[src/rtl/wsfd_pkg.sv]
// Shared types and codes for the WebSocket frame deframer.
// No dependencies; imported by wsfd_parser, websocket_frame_deframer_unit, wsfd_result_checker and the testbench.
`default_nettype none

package wsfd_pkg;

   // Result status codes
   typedef enum logic [1:0] {
      ST_DATA  = 2'd0,
      ST_EMPTY = 2'd1,
      ST_ERROR = 2'd2
   } status_type;

   // Header constants
   localparam logic [7:0] MASK_BIT      = 8'h80;
   localparam logic [7:0] LEN7_MASK     = 8'h7F;
   localparam logic [6:0] LEN7_EXT16    = 7'd126;
   localparam logic [6:0] LEN7_EXT64    = 7'd127;
   localparam logic [2:0] EXT16_LAST    = 3'd1;
   localparam logic [2:0] EXT64_LAST    = 3'd7;
   localparam logic [2:0] KEY_LAST      = 3'd3;

   // One result word from the parser to the output register
   typedef struct packed {
      logic       valid;
      logic [7:0] data;
      logic       last;
      status_type status;
   } wsfd_result_type;

endpackage

`default_nettype wire

[src/rtl/wsfd_parser.sv]
// Frame parser: holds the header/payload state and turns one byte into
// at most one result word. Depends on wsfd_pkg.
`default_nettype none

module wsfd_parser
   import wsfd_pkg::*;
(
   input  wire logic            clock,
   input  wire logic            reset,
   input  wire logic            fire,
   input  wire logic [7:0]      data_byte,
   input  wire logic            end_of_frame,
   output wsfd_result_type      result
);

   typedef enum logic [2:0] {
      PH_FIRST   = 3'd0,
      PH_LEN     = 3'd1,
      PH_EXT16   = 3'd2,
      PH_EXT64   = 3'd3,
      PH_KEY     = 3'd4,
      PH_PAYLOAD = 3'd5,
      PH_DROP    = 3'd6
   } phase_type;

   phase_type   phase_ff, phase_in;
   logic [2:0]  count_ff, count_in;
   logic        mask_ff, mask_in;
   logic [31:0] key_ff, key_in;
   logic [63:0] remain_ff, remain_in;
   logic [1:0]  kpos_ff, kpos_in;

   logic        len_done;
   logic        pay_begin;
   logic [6:0]  len7;
   logic [7:0]  key_byte;
   logic [63:0] remain_dec;

   // Key byte for the current payload index, first key byte in bits 31..24
   always_comb begin
      case (kpos_ff)
         2'd0:    key_byte = key_ff[31:24];
         2'd1:    key_byte = key_ff[23:16];
         2'd2:    key_byte = key_ff[15:8];
         default: key_byte = key_ff[7:0];
      endcase
   end

   assign len7       = data_byte[6:0] & LEN7_MASK[6:0];
   assign remain_dec = remain_ff - 64'd1;

   // Next state and result for one byte
   always_comb begin
      phase_in      = phase_ff;
      count_in      = count_ff;
      mask_in       = mask_ff;
      key_in        = key_ff;
      remain_in     = remain_ff;
      kpos_in       = kpos_ff;
      len_done      = 1'b0;
      pay_begin     = 1'b0;
      result.valid  = 1'b0;
      result.data   = 8'd0;
      result.last   = 1'b0;
      result.status = ST_DATA;

      case (phase_ff)
         PH_LEN: begin
            mask_in   = (data_byte & MASK_BIT) != 8'd0;
            remain_in = 64'd0;
            count_in  = 3'd0;
            if (len7 == LEN7_EXT16 || len7 == LEN7_EXT64) begin
               if (end_of_frame) begin
                  phase_in      = PH_FIRST;
                  result.valid  = 1'b1;
                  result.last   = 1'b1;
                  result.status = ST_ERROR;
               end else begin
                  phase_in = (len7 == LEN7_EXT16) ? PH_EXT16 : PH_EXT64;
               end
            end else begin
               remain_in = {57'd0, len7};
               len_done  = 1'b1;
            end
         end
         PH_EXT16, PH_EXT64: begin
            remain_in = {remain_ff[55:0], data_byte};
            if (count_ff == ((phase_ff == PH_EXT16) ? EXT16_LAST : EXT64_LAST)) begin
               len_done = 1'b1;
            end else begin
               count_in = count_ff + 3'd1;
               if (end_of_frame) begin
                  phase_in      = PH_FIRST;
                  result.valid  = 1'b1;
                  result.last   = 1'b1;
                  result.status = ST_ERROR;
               end
            end
         end
         PH_KEY: begin
            key_in = {key_ff[23:0], data_byte};
            if (count_ff == KEY_LAST) begin
               pay_begin = 1'b1;
            end else begin
               count_in = count_ff + 3'd1;
               if (end_of_frame) begin
                  phase_in      = PH_FIRST;
                  result.valid  = 1'b1;
                  result.last   = 1'b1;
                  result.status = ST_ERROR;
               end
            end
         end
         PH_PAYLOAD: begin
            kpos_in   = kpos_ff + 2'd1;
            remain_in = remain_dec;
            result.valid = 1'b1;
            if (remain_dec == 64'd0) begin
               phase_in    = end_of_frame ? PH_FIRST : PH_DROP;
               result.data = data_byte ^ (mask_ff ? key_byte : 8'd0);
               result.last = 1'b1;
            end else if (end_of_frame) begin
               phase_in      = PH_FIRST;
               result.last   = 1'b1;
               result.status = ST_ERROR;
            end else begin
               result.data = data_byte ^ (mask_ff ? key_byte : 8'd0);
            end
         end
         PH_DROP: begin
            if (end_of_frame) begin
               phase_in = PH_FIRST;
            end
         end
         default: begin
            // first header byte, or unused phase code
            if (end_of_frame) begin
               phase_in      = PH_FIRST;
               result.valid  = 1'b1;
               result.last   = 1'b1;
               result.status = ST_ERROR;
            end else begin
               phase_in = PH_LEN;
            end
         end
      endcase

      // Length known: key next if masked, else start payload
      if (len_done) begin
         if (mask_in) begin
            if (end_of_frame) begin
               phase_in      = PH_FIRST;
               result.valid  = 1'b1;
               result.last   = 1'b1;
               result.status = ST_ERROR;
            end else begin
               phase_in = PH_KEY;
               count_in = 3'd0;
               key_in   = 32'd0;
            end
         end else begin
            pay_begin = 1'b1;
         end
      end

      // Header complete: empty payload, early end, or payload
      if (pay_begin) begin
         kpos_in = 2'd0;
         if (remain_in == 64'd0) begin
            phase_in      = end_of_frame ? PH_FIRST : PH_DROP;
            result.valid  = 1'b1;
            result.last   = 1'b1;
            result.status = ST_EMPTY;
         end else if (end_of_frame) begin
            phase_in      = PH_FIRST;
            result.valid  = 1'b1;
            result.last   = 1'b1;
            result.status = ST_ERROR;
         end else begin
            phase_in = PH_PAYLOAD;
         end
      end
   end

   // State registers, updated once per processed byte
   always_ff @(posedge clock) begin
      if (reset) begin
         phase_ff  <= PH_FIRST;
         count_ff  <= 3'd0;
         mask_ff   <= 1'b0;
         key_ff    <= 32'd0;
         remain_ff <= 64'd0;
         kpos_ff   <= 2'd0;
      end else if (fire) begin
         phase_ff  <= phase_in;
         count_ff  <= count_in;
         mask_ff   <= mask_in;
         key_ff    <= key_in;
         remain_ff <= remain_in;
         kpos_ff   <= kpos_in;
      end
   end

endmodule

`default_nettype wire

[src/rtl/websocket_frame_deframer_unit.sv]
// Top level of the WebSocket frame deframer: input register, parser, result
// register. Depends on wsfd_pkg and wsfd_parser.
//
//   channel | ports                                    | direction
//   --------+------------------------------------------+----------
//   req     | req_valid, req_stall, req_data_byte,     | in
//           | req_end_of_frame                         |
//   rsp     | rsp_valid, rsp_stall, rsp_payload_byte,  | out
//           | rsp_payload_last, rsp_status             |
//
// One byte per cycle sustained while rsp_stall is low; a byte is held in the
// input register, and its result is then registered in the result register.
// The parser state machine updates in the same cycle the byte leaves the
// input register. Synchronous reset puts the parser at the first header
// byte and empties both registers. A stalled result holds the result
// register and the input register; req_stall rises only when both are full.
`default_nettype none

module websocket_frame_deframer_unit
   import wsfd_pkg::*;
(
   input  wire logic       clock,
   input  wire logic       reset,
   input  wire logic       req_valid,
   output logic            req_stall,
   input  wire logic [7:0] req_data_byte,
   input  wire logic       req_end_of_frame,
   output logic            rsp_valid,
   input  wire logic       rsp_stall,
   output logic [7:0]      rsp_payload_byte,
   output logic            rsp_payload_last,
   output logic [1:0]      rsp_status
);

   logic            in_valid_ff, in_valid_in;
   logic [7:0]      in_data_ff;
   logic            in_eof_ff;
   logic            out_valid_ff;
   logic [7:0]      out_data_ff;
   logic            out_last_ff;
   status_type      out_status_ff;
   logic            out_free;
   logic            fire;
   logic            accept;
   wsfd_result_type result;

   // Pipeline control
   assign out_free    = !out_valid_ff || !rsp_stall;
   assign fire        = in_valid_ff && out_free;
   assign req_stall   = in_valid_ff && !out_free;
   assign accept      = req_valid && !req_stall;
   assign in_valid_in = accept || (in_valid_ff && !fire);

   // Input register
   always_ff @(posedge clock) begin
      if (reset) begin
         in_valid_ff <= 1'b0;
      end else begin
         in_valid_ff <= in_valid_in;
      end
      if (accept) begin
         in_data_ff <= req_data_byte;
         in_eof_ff  <= req_end_of_frame;
      end
   end

   wsfd_parser u_parser (
      .clock        (clock),
      .reset        (reset),
      .fire         (fire),
      .data_byte    (in_data_ff),
      .end_of_frame (in_eof_ff),
      .result       (result)
   );

   // Result register
   always_ff @(posedge clock) begin
      if (reset) begin
         out_valid_ff <= 1'b0;
      end else if (out_free) begin
         out_valid_ff <= fire && result.valid;
      end
      if (fire && result.valid) begin
         out_data_ff   <= result.data;
         out_last_ff   <= result.last;
         out_status_ff <= result.status;
      end
   end

   assign rsp_valid        = out_valid_ff;
   assign rsp_payload_byte = out_data_ff;
   assign rsp_payload_last = out_last_ff;
   assign rsp_status       = out_status_ff;

`ifndef ASSERT_OFF
   // Non-data results carry a zero byte and close the frame
   a_nondata_zero: assert property (@(posedge clock) disable iff (reset)
      out_valid_ff && out_status_ff != ST_DATA |-> out_data_ff == 8'd0 && out_last_ff)
      else $error("non-data result with data or without last");

   // Input stalls only with both stages full and the result held
   a_stall_full: assert property (@(posedge clock) disable iff (reset)
      req_stall |-> in_valid_ff && out_valid_ff && rsp_stall)
      else $error("input stalled with a free stage");

   // A held result word does not change
   a_out_hold: assert property (@(posedge clock) disable iff (reset)
      out_valid_ff && rsp_stall |=> out_valid_ff && $stable(out_data_ff)
         && $stable(out_last_ff) && $stable(out_status_ff))
      else $error("stalled result changed");
`endif

endmodule

`default_nettype wire

[config.mk]
export PLATFORM = sky130hd
export DESIGN_NAME = websocket_frame_deframer_unit
export DESIGN_NICKNAME = d
export VERILOG_FILES = /design/src/rtl/wsfd_pkg.sv /design/src/rtl/wsfd_parser.sv /design/src/rtl/websocket_frame_deframer_unit.sv
export SDC_FILE = /design/constraint.sdc
export NUM_CORES = 1
export LEC_CHECK = 0
export BUFFER_PORTS_ARGS = -buffer_cell sky130_fd_sc_hd__clkbuf_2
export CAP_MARGIN = 20
export CORE_MARGIN = 2
export CORE_UTILIZATION = 50
export DETAILED_ROUTE_END_ITERATION = 7
export PLACE_DENSITY = 0.66
export SETUP_SLACK_MARGIN = 0.02
export SYNTH_ARGS = -nofsm -noshare
export SYNTH_HDL_FRONTEND = slang
export SYNTH_SLANG_ARGS = --single-unit
[constraint.sdc]
create_clock -name clock -period 10.3 [get_ports clock]
set_input_delay 0.515 -clock clock [delete_from_list [all_inputs] [get_ports clock]]
set_output_delay 0.515 -clock clock [all_outputs]
set_load 0.01 [all_outputs]
==> results of run 1 <==
[worst register-to-register path, cell delays in order, from the launching register on]
cell and delay, ns:
sky130_fd_sc_hd__dfxtp_1 0.37, sky130_fd_sc_hd__nor4_2 0.67, sky130_fd_sc_hd__nand2_1 0.51, sky130_fd_sc_hd__nor3_2 0.84, sky130_fd_sc_hd__a31oi_1 0.16, sky130_fd_sc_hd__a311o_1 0.36
sky130_fd_sc_hd__a2111oi_0 0.39, sky130_fd_sc_hd__nand4_1 0.18, sky130_fd_sc_hd__nor4_2 0.46, sky130_fd_sc_hd__nand2_2 0.20, sky130_fd_sc_hd__a21oi_1 0.81
[where the power goes]
group	internal [mW]	total, mW	switching (mW)
registers	0.529	0.601	0.0722
clock network	0.324	0.610	0.285
logic	0.229	0.721	0.492
[kinds of logic (layout without fill, tap and decap cells)]
logic type / after synthesis / in the layout
buf+inv: 141 / 99
simple gates: 563 / 563
compound gates: 345 / 345
xor+xnor: 48 / 48
mux: 19 / 19
fa+ha+maj: 9 / 9
flops: 127 / 127
[sequential cells by signal, indices dropped and copies added (netlist names)]
register / flops
u_parser.mask_ff: 1
u_parser.phase_ff: 3
rsp_payload_last: 1
u_parser.remain_ff: 64
in_valid_ff: 1
rsp_valid: 1
u_parser.count_ff: 3
u_parser.key_ff: 32
rsp_payload_byte: 8
in_data_ff: 8
u_parser.kpos_ff: 2
in_eof_ff: 1
rsp_status: 2
[synthesized netlist by cell type, types with 6 or more instances]
cell type and instances:
sky130_fd_sc_hd__or2_2 6, sky130_fd_sc_hd__a21o_1 6, sky130_fd_sc_hd__nor4_2 8, sky130_fd_sc_hd__inv_1 20, sky130_fd_sc_hd__a22oi_1 10, sky130_fd_sc_hd__dfxtp_1 107
sky130_fd_sc_hd__o221a_2 7, sky130_fd_sc_hd__nand4_1 27, sky130_fd_sc_hd__a211oi_1 27, sky130_fd_sc_hd__a221oi_1 8, sky130_fd_sc_hd__nor2_1 120, sky130_fd_sc_hd__ha_1 9
sky130_fd_sc_hd__nand2_1 178, sky130_fd_sc_hd__o211ai_1 13, sky130_fd_sc_hd__buf_2 9, sky130_fd_sc_hd__a21oi_1 92, sky130_fd_sc_hd__and4_1 8, sky130_fd_sc_hd__o22ai_1 7
sky130_fd_sc_hd__xnor2_1 32, sky130_fd_sc_hd__o21ai_0 70, sky130_fd_sc_hd__a311oi_1 9, sky130_fd_sc_hd__a22o_1 7, sky130_fd_sc_hd__a31oi_1 15, sky130_fd_sc_hd__nand3_1 34
sky130_fd_sc_hd__o31ai_1 7, sky130_fd_sc_hd__buf_1 9, sky130_fd_sc_hd__nand2b_1 7, sky130_fd_sc_hd__mux2i_1 15, sky130_fd_sc_hd__nor4_1 38, sky130_fd_sc_hd__edfxtp_1 20
sky130_fd_sc_hd__nor3_1 46, sky130_fd_sc_hd__xor2_1 16, sky130_fd_sc_hd__and3_1 12, sky130_fd_sc_hd__clkbuf_1 99, sky130_fd_sc_hd__or3_1 13, sky130_fd_sc_hd__a222oi_1 10
sky130_fd_sc_hd__or4_1 19
[through the flow]
step / hold WS (ns) / power, mW / utilization (%) / instances
2_1_floorplan: 0.436 / 1.06 / - / 1252
3_3_place_gp: 0.445 / 1.30 / 51.8 / 1407
3_5_place_dp: 0.450 / 1.29 / 51.8 / 1407
4_1_cts: 0.248 / 1.90 / 55.1 / 1439
5_1_grt: 0.245 / 2.00 / 55.1 / 1439
6_report: 0.251 / 1.93 / 55.1 / 1439
[area by class of cell]
| type | instances | area, um^2 | share of cell area [%] |
|---|---|---|---|
| clock buffer | 17 | 425 | 4.27 |
| multi-input combinational | 984 | 5980 | 60.0 |
| tap | 229 | 287 | 2.88 |
| inverter | 21 | 78.8 | 0.791 |
| timing repair buffer | 46 | 283 | 2.84 |
| sequential | 127 | 2740 | 27.5 |
| clock inverter | 15 | 168 | 1.68 |
[worst max path at each step]
| stage | startpoint | end | slack [ns] | cells after the start |
|---|---|---|---|---|
| 2_1_floorplan | u_parser.remain_ff[0]$_SDFFE_PP0P_ | rsp_payload_byte[0]$_SDFFCE_PN0P_ | 6.30 | 13 |
| 3_3_place_gp | u_parser.remain_ff[0]$_SDFFE_PP0P_ | rsp_payload_byte[4]$_SDFFCE_PN0P_ | 5.18 | 12 |
| 4_1_cts | u_parser.remain_ff[0]$_SDFFE_PP0P_ | rsp_payload_byte[0]$_SDFFCE_PN0P_ | 5.21 | 12 |
| 3_5_place_dp | u_parser.remain_ff[0]$_SDFFE_PP0P_ | rsp_payload_byte[4]$_SDFFCE_PN0P_ | 5.21 | 10 |
| 5_1_grt | u_parser.remain_ff[1]$_SDFFE_PP0P_ | rsp_payload_byte[0]$_SDFFCE_PN0P_ | 4.69 | 10 |
| 6_report | u_parser.remain_ff[0]$_SDFFE_PP0P_ | rsp_payload_byte[0]$_SDFFCE_PN0P_ | 4.99 | 10 |
[per-layer routing]
layer,wire [um],track usage [%],vias to the layer above
met5,0,0,-
met4,2000,18.9,0
met3,3670,6.80,160
met2,15500,54.5,711
met1,13700,45.9,4687
li1,-,-,4569
==> parameters.txt, run 1 <==
Parameter                              Value

Setup path
  Count of cells along the worst register-to-register path ... 10
  Library cell appearing most often on the critical path ... sky130_fd_sc_hd__nor4_2
  Slowest stage cell on the critical path ... sky130_fd_sc_hd__nor3_2
  CP Class ... flop to flop
  Startpoint Class ... flop
  Critical path required time ... 10.36 ns
  Reg2reg end ... rsp_payload_byte[0]$_SDFFCE_PN0P_
  Reg-to-reg slack, setup ... 4.99 ns
  Longest individual stage delay on the worst path ... 0.83 ns
  Reg-to-Reg Start ... u_parser.remain_ff[0]$_SDFFE_PP0P_
  Largest driver fanout on the critical path ... 11
  Data arrival time of the critical path ... 5.37 ns
  Ordered list of cells on the worst path ... nor4_2 > nand2_1 > nor3_2 > a31oi_1 > a311o_1 > a2111oi_0 > nand4_1 > nor4_2 > nand2_2 > a21oi_1
  Crit end category ... flop
  Crit path buffers/inverters ... 0
  Crit-path leading delay family ... simple AND/OR/NAND/NOR gates

Clocking
  Hold_buf cts ... 0
  TritonCTS clock tree ... yes
  Worst-path clk slew ... 0.07 ns
  Post-CTS repair timing setup buffer count ... 0
  Num Clock Sinks ... 127
  Max clock buf depth ... 2
  Inserted Clock Buffers ... 17
  H-tree depth ... 4
  Clock latency reported for the late side of the worst-skew pair ... 0.44 ns
  Number of resized instances in the post-cts repair step ... 0
  Library cell used as clock root buffer ... sky130_fd_sc_hd__clkbuf_16

GRT
  Global-route wire length before repair ... 53700 um
  Number of global-route vias before repair ... 9131
  Initial antenna violation count ... 0
  Largest net degree at the start of global routing ... 63
  GR Util All Layers ... 35.0%
  Overflow left after global routing ... 0

Route
  Detailed-router iteration count before antenna repair ... 8
  Routed Wire Length ... 34900 um
  Via-per-instance ratio ... 7.04
  Drt initial violations ... 1630
  Count of vias placed by the detailed router ... 10100
  Antenna violation net count after detailed routing ... 0
  Routed length per instance ... 24.2 um
  Number of design rule violations left after detail routing ... 1

Logic synthesis
  Total of warnings raised by yosys ... 0
  Adder-cell share of the synthesized area ... 1.22%
  Share of cell area taken by muxes after synthesis ... 2.11%
  Dominant cell type by area after synthesis ... sky130_fd_sc_hd__dfxtp_1
  Top post-synthesis cells by area ... sky130_fd_sc_hd__dfxtp_1 23%, sky130_fd_sc_hd__nand2_1 7.2%, sky130_fd_sc_hd__edfxtp_1 6.5%, sky130_fd_sc_hd__a21oi_1 5.0%, sky130_fd_sc_hd__nor2_1 4.9%
  Post-synthesis simple-gate area fraction ... 31.4%
  Unique cell type count in the Yosys netlist ... 84
  Dominant register cell in the synthesized netlist ... sky130_fd_sc_hd__dfxtp_1
  Cell area after synthesis ... 9260 um^2
  Post-synthesis sequential area ratio ... 29.6%
  Syn avg cell area ... 7.39 um^2
  Count of state elements after synthesis ... 127
  Number of enable-type register cells in the synthesized netlist ... 20
  Xor/xnor share of the synthesized area ... 4.54%
  Number of instances in the synthesized netlist ... 1252
  Synth top area share ... 23.1%
  Synthesized-area fraction occupied by ao, oa, aoi and oai cells ... 25.0%
  Net Count, Synth ... 1274
  Main combinational cell family by area after synthesis ... simple AND/OR/NAND/NOR gates
  Asr flop ratio synth ... 0%

Timing
  Count of final max-slew check failures ... 0
  Post-route setup TNS ... 0 ns
  Final setup violation count ... 0
  Final cycle utilization of the critical path ... 51.6%
  Clock tree skew after final layout ... 0.0116 ns
  Minimum clock period ... 5.31 ns
  Highest achievable clock rate ... 188 MHz
  Pin slew with the least headroom to its limit ... 1.08 ns
  Unrepaired setup endpoints after global routing ... no
  Slew headroom ... 27.2%
  Final Hold Fails ... 0
  Setup ws final ... 4.99 ns

Cells and area
  Area growth syn-to-layout ... 7.61%
  Nets@finish ... 1219
  Most common cell after layout, fill and taps aside ... sky130_fd_sc_hd__nand2_1
  Count of fill cells added during filler insertion ... 1721
  Fraction of final layout cells with drive strength greater than 1 ... 10.7%
  Commonest non-fill, non-tap cells in the layout ... 178 x sky130_fd_sc_hd__nand2_1, 117 x sky130_fd_sc_hd__nor2_1, 106 x sky130_fd_sc_hd__dfxtp_1
  Diodes inserted ... 0
  Finished Cell Area ... 9960 um^2

Die
  IO Count ... 26
  Die width ... 140 um
  Row count ... 49
  Floorplan die area ... 19600 um^2
  Initial Utilization ... 51.2%
  Chip height ... 140 um
  Placeable core area ... 18100 um^2

Run status
  Violations in the final reports ... DRC
  Status ... complete, but fails checks

Placed design
  Routability cong. ... 1.10
  Worst slack, placed ... 5.21 ns
  Half-perimeter wire length after placement ... 23700 um
  Cell area after placement ... 9370 um^2
  Port Buffers ... 25

Run
  Number of max-cap violations ... 0

Power
  VDD IR max ... 0.129 mV
  Power Density ... 194 nW/um^2
  Static Leakage ... 3.43 nW

Worst hold path
  Startpoint of the lowest-slack hold path ... req_data_byte[3]
  Cell count of the worst hold path ... 1
  Hold/Removal Path Class ... input pin to flop
  Hold-critical path endpoint ... in_data_ff[3]$_DFFE_PP_
No activity file was read; power rests on OpenSTA's default activity.
==> run 2, diff against run 1 <==
Settings changed: ABC_AREA set to 1.
Clock period 10.3 ns to 5.07 ns, I/O delays scaled along.
==> run 2 against run 1 <==
The flow now finishes without violations. Utilization rose by 1.0 points. Sequential power increased by 96%. Fmax increased by 38%. Critical endpoint is now rsp_status[0]$_SDFFCE_PP0P_. Clock power up 100%. Highest routed layer unchanged. Wire length is 12% lower. Via count up 2.2%. Clock skew shrank 0.00089 ns. Global-route usage shrank 4.0 points. Die area is 3.4% higher. Combinational power up 24%. Non-clock buffer count fell by 2. Worst setup slack lost 3.8 ns.
==> parameters.txt, run 2 <==
Parameter                              Value

Run status
  Status ... finished, final reports clean

Clocking
  Clock latency reported for the late side of the worst-skew pair ... 0.43 ns
  Inserted Clock Buffers ... 17
  Worst-path clk slew ... 0.07 ns
  Max clock buf depth ... 2
  Num Clock Sinks ... 127
  H-tree depth ... 4
  TritonCTS clock tree ... yes
  Post-CTS repair timing setup buffer count ... 0
  Library cell used as clock root buffer ... sky130_fd_sc_hd__clkbuf_16
  Number of resized instances in the post-cts repair step ... 0

Timing
  Setup ws final ... 1.22 ns
  Final setup violation count ... 0
  Count of final max-slew check failures ... 0
  Minimum clock period ... 3.85 ns
  Final cycle utilization of the critical path ... 75.9%
  Pin slew with the least headroom to its limit ... 1.02 ns
  Post-route setup TNS ... 0 ns
  Slew headroom ... 32.0%
  Highest achievable clock rate ... 260 MHz
  Unrepaired setup endpoints after global routing ... no
  Final Hold Fails ... 0
  Clock tree skew after final layout ... 0.0107 ns

Route
  Detailed-router iteration count before antenna repair ... 6
  Antenna violation net count after detailed routing ... 0
  Number of design rule violations left after detail routing ... 0
  Via-per-instance ratio ... 5.53
  Drt initial violations ... 988
  Routed Wire Length ... 30600 um
  Count of vias placed by the detailed router ... 10300
  Routed length per instance ... 16.4 um

Cells and area
  Fraction of final layout cells with drive strength greater than 1 ... 8.00%
  Area growth syn-to-layout ... 9.87%
  Most common cell after layout, fill and taps aside ... sky130_fd_sc_hd__nand2_1
  Diodes inserted ... 0
  Flip-flop count of the largest register, all copies and words added ... 64
  Commonest non-fill, non-tap cells in the layout ... 537 x sky130_fd_sc_hd__nand2_1, 259 x sky130_fd_sc_hd__nor2_1, 228 x sky130_fd_sc_hd__inv_1
  Largest regs ... u_parser.remain_ff (64), u_parser.key_ff (32)
  Most flops, register ... u_parser.remain_ff
  Nets@finish ... 1646

Setup path
  Reg-to-Reg Start ... u_parser.phase_ff[1]$_SDFFE_PP0P_
  Crit end category ... flop
  Largest driver fanout on the critical path ... 42
  Library cell appearing most often on the critical path ... sky130_fd_sc_hd__nand3_1
  Count of cells along the worst register-to-register path ... 15
  Reg-to-reg slack, setup ... 1.22 ns
  Ordered list of cells on the worst path ... inv_2 > nand3_1 > inv_2 > buf_4 > a21oi_1 > a21oi_1 > nor2_1 > nand2_1 > nor2_1 > nand3_1 > nor2_1 > nand3_1 > nand2_2 > nand3_1 > inv_1
  CP Class ... flop to flop
  Critical path required time ... 5.16 ns
  CP startpoint ... u_parser.phase_ff[1]$_SDFFE_PP0P_
  Longest individual stage delay on the worst path ... 0.50 ns
  Data arrival time of the critical path ... 3.93 ns
  Reg2reg end ... rsp_status[0]$_SDFFCE_PP0P_
  Startpoint Class ... flop
  Slowest stage cell on the critical path ... sky130_fd_sc_hd__nand3_1

Worst hold path
  Hold/Removal Path Class ... input pin to flop
  Cell count of the worst hold path ... 3
  Hold-critical path endpoint ... in_valid_ff$_SDFF_PP0_
  Startpoint of the lowest-slack hold path ... req_valid

Logic synthesis
  Synth top area share ... 22.4%
  Total of warnings raised by yosys ... 0
  Dominant cell type by area after synthesis ... sky130_fd_sc_hd__dfxtp_1
  Asr flop ratio synth ... 0%
  Most common library cells after synthesis ... 537 x sky130_fd_sc_hd__nand2_1, 260 x sky130_fd_sc_hd__nor2_1, 229 x sky130_fd_sc_hd__inv_1
  Number of enable-type register cells in the synthesized netlist ... 20
  Most frequently used cell type in the post-synthesis netlist ... sky130_fd_sc_hd__nand2_1
  Net Count, Synth ... 1642
  Dominant register cell in the synthesized netlist ... sky130_fd_sc_hd__dfxtp_1
  Top post-synthesis cells by area ... sky130_fd_sc_hd__dfxtp_1 22%, sky130_fd_sc_hd__nand2_1 21%, sky130_fd_sc_hd__nor2_1 10%, sky130_fd_sc_hd__inv_1 9.0%, sky130_fd_sc_hd__o211ai_1 7.3%
  Cell area after synthesis ... 9580 um^2
  Syn avg cell area ... 5.92 um^2
  Count of state elements after synthesis ... 127
  Post-synthesis sequential area ratio ... 28.6%
  Number of instances in the synthesized netlist ... 1620
  Unique cell type count in the Yosys netlist ... 46

GRT
  Largest net degree at the start of global routing ... 106
  Number of global-route vias before repair ... 9370
  Overflow left after global routing ... 0
  GR Util All Layers ... 30.9%
  GRT Max-Usage Layer ... met2
  Met2 usage ... 49.4%
  Global-route wire length before repair ... 49300 um
  Met3 routing resource usage after global routing ... 4.61%
  Met1 layer usage reported by global route ... 40.3%
  Initial antenna violation count ... 0

Die
  Initial Utilization ... 51.1%
  IO Count ... 26
  Die width ... 142 um
  Placeable core area ... 18800 um^2
  Floorplan die area ... 20300 um^2
  Row count ... 50
  Chip height ... 142 um

Placed design
  Half-perimeter wire length after placement ... 22100 um
  Port Buffers ... 25
  Routability cong. ... 1.08
  Worst slack, placed ... 1.29 ns

Power
  Static Leakage ... 5.35 nW
  Power Density ... 316 nW/um^2
  VDD IR max ... 0.212 mV

Run
  Number of max-cap violations ... 0
run 2: cell count changes in the layout (fill, tap and decap cells not counted), sizes merged, moves of 30 or more:
cell / before / now
nor3: 50 / 8
xnor2: 32 / 2
nor2: 120 / 290
nand2: 180 / 552
a21oi: 93 / 40
o211ai: 13 / 93
nor4: 49 / 1
inv: 27 / 242
nand3: 34 / 76
run 2: cell families after synthesis:
| group | synth area share (%) |
|---|---|
| adder cells (fa/ha/maj) | 1.18 |
| AND/OR/NAND/NOR | 41.1 |
| flip-flops | 28.6 |
| buffers and inverters | 11.6 |
| AO/OA/AOI/OAI | 16.0 |
| XOR/XNOR | 1.55 |
run 2: worst max-delay path by stage:
stage	to	slack, ns	cells after the start
floorplan	rsp_payload_byte[0]$_SDFFCE_PN0P_	2.33	18
global placement	rsp_payload_byte[4]$_SDFFCE_PN0P_	1.30	15
detailed placement	rsp_payload_byte[5]$_SDFFCE_PN0P_	1.29	15
CTS	rsp_payload_byte[0]$_SDFFCE_PN0P_	1.26	15
global route	rsp_status[1]$_DFFE_PP_	0.93	15
finish	rsp_status[0]$_SDFFCE_PP0P_	1.22	15
run 2: timing repair:
item                                    in CTS  in global routing
endpoints found under the hold margin        9                  0
endpoints found under the setup margin       0                  0
hold buffers                                 9                  0
run 2: critical path: cells and delay by family (launching register included):
kind,cells,cell delay [ns]
buf+inv,4,1.26
compound gates,2,0.31
flops,1,0.36
simple gates,9,1.55
run 2: per-stage QoR:
step	util [%]	area [um^2]	instances	total power, mW	hold slack [ns]
floorplan	-	9580	1620	1.81	0.352
global placement	52.4	9840	1830	2.06	0.433
detailed placement	52.4	9840	1830	2.06	0.432
CTS	56.1	10500	1871	3.33	0.0684
global route	56.1	10500	1871	3.49	0.0903
finish	56.1	10500	1871	3.33	0.0731
run 2: area by class of cell:
class | instances | area [um^2]
fillers | 1987 | 8240
multi-input cells | 1201 | 5730
flip-flops and latches | 127 | 2740
inverters | 233 | 875
clock buffers | 20 | 489
well taps | 234 | 293
repair buffers | 44 | 290
clock inverters | 12 | 110
run 2: report_power, final:
part | internal (mW) | switching [mW]
Combinational | 0.267 | 0.630
Sequential | 1.09 | 0.0896
Clock | 0.718 | 0.537
run 2: layer usage:
metal  vias to the layer above  wire length (um)
met3                       106              2290
li1                       5170                 -
met5                         -                 0
met1                      4646             13200
met4                         0              1550
met2                       427             13600
==> run 3, diff against run 2 <==
Clock period 5.07 ns to 3.7 ns, I/O delays scaled along.
==> run 3 against run 2 <==
Via count down 0.46%. Non-clock buffer count up 17. Clock-buffer cell count decreased by 3. Final cell count grew 0.91%. Die area is the same. Register-to-register slack worse by 0.90 ns. Utilization is 0.59 points higher. Sequential share of layout area shrank 0.27 points. Worst hold slack worse by 0.060 ns. Clock power grew 33%. Critical endpoint is now rsp_status[1]$_DFFE_PP_. Largest cell class unchanged.
==> parameters.txt, run 3 (synthesized netlist as in run 2, its figures left out) <==
Parameter                              Value

Clocking
  Worst-path clk slew ... 0.07 ns
  Inserted Clock Buffers ... 17
  Clock latency reported for the late side of the worst-skew pair ... 0.44 ns
  TritonCTS clock tree ... yes
  Post-CTS repair timing setup buffer count ... 0
  H-tree depth ... 4
  Num Clock Sinks ... 127
  Library cell used as clock root buffer ... sky130_fd_sc_hd__clkbuf_16
  Max clock buf depth ... 2

Cells and area
  Most common cell after layout, fill and taps aside ... sky130_fd_sc_hd__nand2_1
  Largest regs ... u_parser.remain_ff (64), u_parser.key_ff (32)
  Count of fill cells added during filler insertion ... 1966
  Flip-flop count of the largest register, all copies and words added ... 64
  Area of the multi-input gates ... 5730 um^2
  Final standard cell utilization of the core ... 56.7%
  Fraction of final layout cells with drive strength greater than 1 ... 9.01%
  Area used by sequential logic in the layout ... 2740 um^2
  Final Non-Filler Cells ... 1888
  Area growth syn-to-layout ... 11.0%
  Commonest non-fill, non-tap cells in the layout ... 537 x sky130_fd_sc_hd__nand2_1, 259 x sky130_fd_sc_hd__nor2_1, 227 x sky130_fd_sc_hd__inv_1
  Most flops, register ... u_parser.remain_ff
  Nets@finish ... 1663
  Diodes inserted ... 0

Placed design
  Port Buffers ... 25
  Half-perimeter wire length after placement ... 23000 um
  Routability cong. ... 1.04
  Placed instance count ... 1847

Route
  Count of vias placed by the detailed router ... 10300
  Detailed-router iteration count before antenna repair ... 6
  Via-per-instance ratio ... 5.46
  Number of design rule violations left after detail routing ... 0
  Drt initial violations ... 918
  Routed Wire Length ... 31700 um
  Routed length per instance ... 16.8 um
  Antenna violation net count after detailed routing ... 0

GRT
  Met2 usage ... 51.9%
  GR Util All Layers ... 31.7%
  Met3 routing resource usage after global routing ... 6.43%
  Number of global-route vias before repair ... 9621
  Overflow left after global routing ... 0
  Initial antenna violation count ... 0
  Met1 layer usage reported by global route ... 41.1%
  GRT Max-Usage Layer ... met2
  Largest net degree at the start of global routing ... 90
  Global-route wire length before repair ... 50100 um

Die
  Row count ... 50
  Floorplan die area ... 20300 um^2
  Die width ... 142 um
  IO Count ... 26
  Placeable core area ... 18800 um^2
  Chip height ... 142 um
  Initial Utilization ... 51.1%

Run status
  Status ... finished, final reports clean

Timing
  Final Hold Fails ... 0
  Post-route setup TNS ... 0 ns
  Count of final max-slew check failures ... 0
  Final setup violation count ... 0
  Unrepaired setup endpoints after global routing ... no
  Clock tree skew after final layout ... 0.0100 ns
  Slew headroom ... 39.9%
  Pin slew with the least headroom to its limit ... 0.900 ns
  Minimum clock period ... 3.38 ns
  Highest achievable clock rate ... 296 MHz
  Final cycle utilization of the critical path ... 91.3%

Setup path
  Critical path required time ... 3.82 ns
  Startpoint Class ... flop
  Largest driver fanout on the critical path ... 11
  Crit end category ... flop
  Data arrival time of the critical path ... 3.50 ns
  CP Class ... flop to flop
  Reg-to-reg slack, setup ... 0.32 ns

Run
  Number of max-cap violations ... 0

Worst hold path
  Hold/Removal Path Class ... input pin to flop

Power
  Static Leakage ... 5.42 nW
  Overall power ... 4.54 mW
  VDD IR max ... 0.314 mV
  Power Density ... 427 nW/um^2
## run 3: layer usage
layer  routed length (um)  up-vias  share of wire (%)
met5                    0        -                  0
met3                 2290       70                7.2
met2                14400      406                 45
met1                14000     4630                 44
met4                 1090        0                3.4
li1                     -     5195                  -
## run 3: critical path: stages (launching register included)
cell and delay [ns]:
sky130_fd_sc_hd__dfxtp_1 0.34, sky130_fd_sc_hd__inv_1 0.14, sky130_fd_sc_hd__ha_1 0.31, sky130_fd_sc_hd__nand2_4 0.12
sky130_fd_sc_hd__nor2_8 0.24, sky130_fd_sc_hd__nand2_2 0.11, sky130_fd_sc_hd__o21ai_0 0.21, sky130_fd_sc_hd__nand2_1 0.09
sky130_fd_sc_hd__nand2_1 0.06, sky130_fd_sc_hd__nand2_1 0.05, sky130_fd_sc_hd__nor2_1 0.13, sky130_fd_sc_hd__nand2_1 0.07
sky130_fd_sc_hd__nor2_1 0.20, sky130_fd_sc_hd__nand3_1 0.12, sky130_fd_sc_hd__nor2_1 0.22, sky130_fd_sc_hd__nand3_1 0.17
sky130_fd_sc_hd__nand2_2 0.11, sky130_fd_sc_hd__nand3_1 0.14, sky130_fd_sc_hd__clkinvlp_4 0.24
## run 3: report_power, final
| group | switching [mW] | internal (mW) | total, mW |
|---|---|---|---|
| Clock | 0.767 | 0.894 | 1.66 |
| Sequential | 0.113 | 1.49 | 1.60 |
| Combinational | 0.892 | 0.385 | 1.28 |
| Total | 1.77 | 2.77 | 4.54 |
## run 3: through the flow
| stage | hold WS (ns) | cell area (um^2) | worst slack (ns) |
|---|---|---|---|
| after floorplan | 0.284 | 9580 | 0.963 |
| after global placement | 0.363 | 9980 | 0.327 |
| after detailed placement | 0.364 | 9980 | 0.285 |
| after CTS | 0.0137 | 10600 | 0.263 |
| after global routing | 0.0390 | 10600 | 0.0280 |
| final | 0.0136 | 10600 | 0.322 |
## run 3: final timing paths
path                                      start                                to  depth (start not counted)
min                                   req_valid            in_valid_ff$_SDFF_PP0_                          3
max          u_parser.remain_ff[0]$_SDFFE_PP0P_           rsp_status[1]$_DFFE_PP_                         18
min reg2reg    u_parser.key_ff[12]$_SDFFE_PP0P_  u_parser.key_ff[20]$_SDFFE_PP0P_                          2
max reg2reg  u_parser.remain_ff[0]$_SDFFE_PP0P_           rsp_status[1]$_DFFE_PP_                         18
## run 3: area by class of cell
class	instances	area share, %
Tap cell	234	2.75
Multi-Input combinational cell	1201	53.9
Clock buffer	17	4.00
Sequential cell	127	25.8
Clock inverter	15	1.32
Timing Repair Buffer	61	4.05
Inverter	233	8.26
## run 3: what timing repair did
item                                    CTS  global route
hold endpoints to repair                  9             0
hold buffers                              9             0
resized for setup                         0             1
endpoints found under the setup margin    0            11
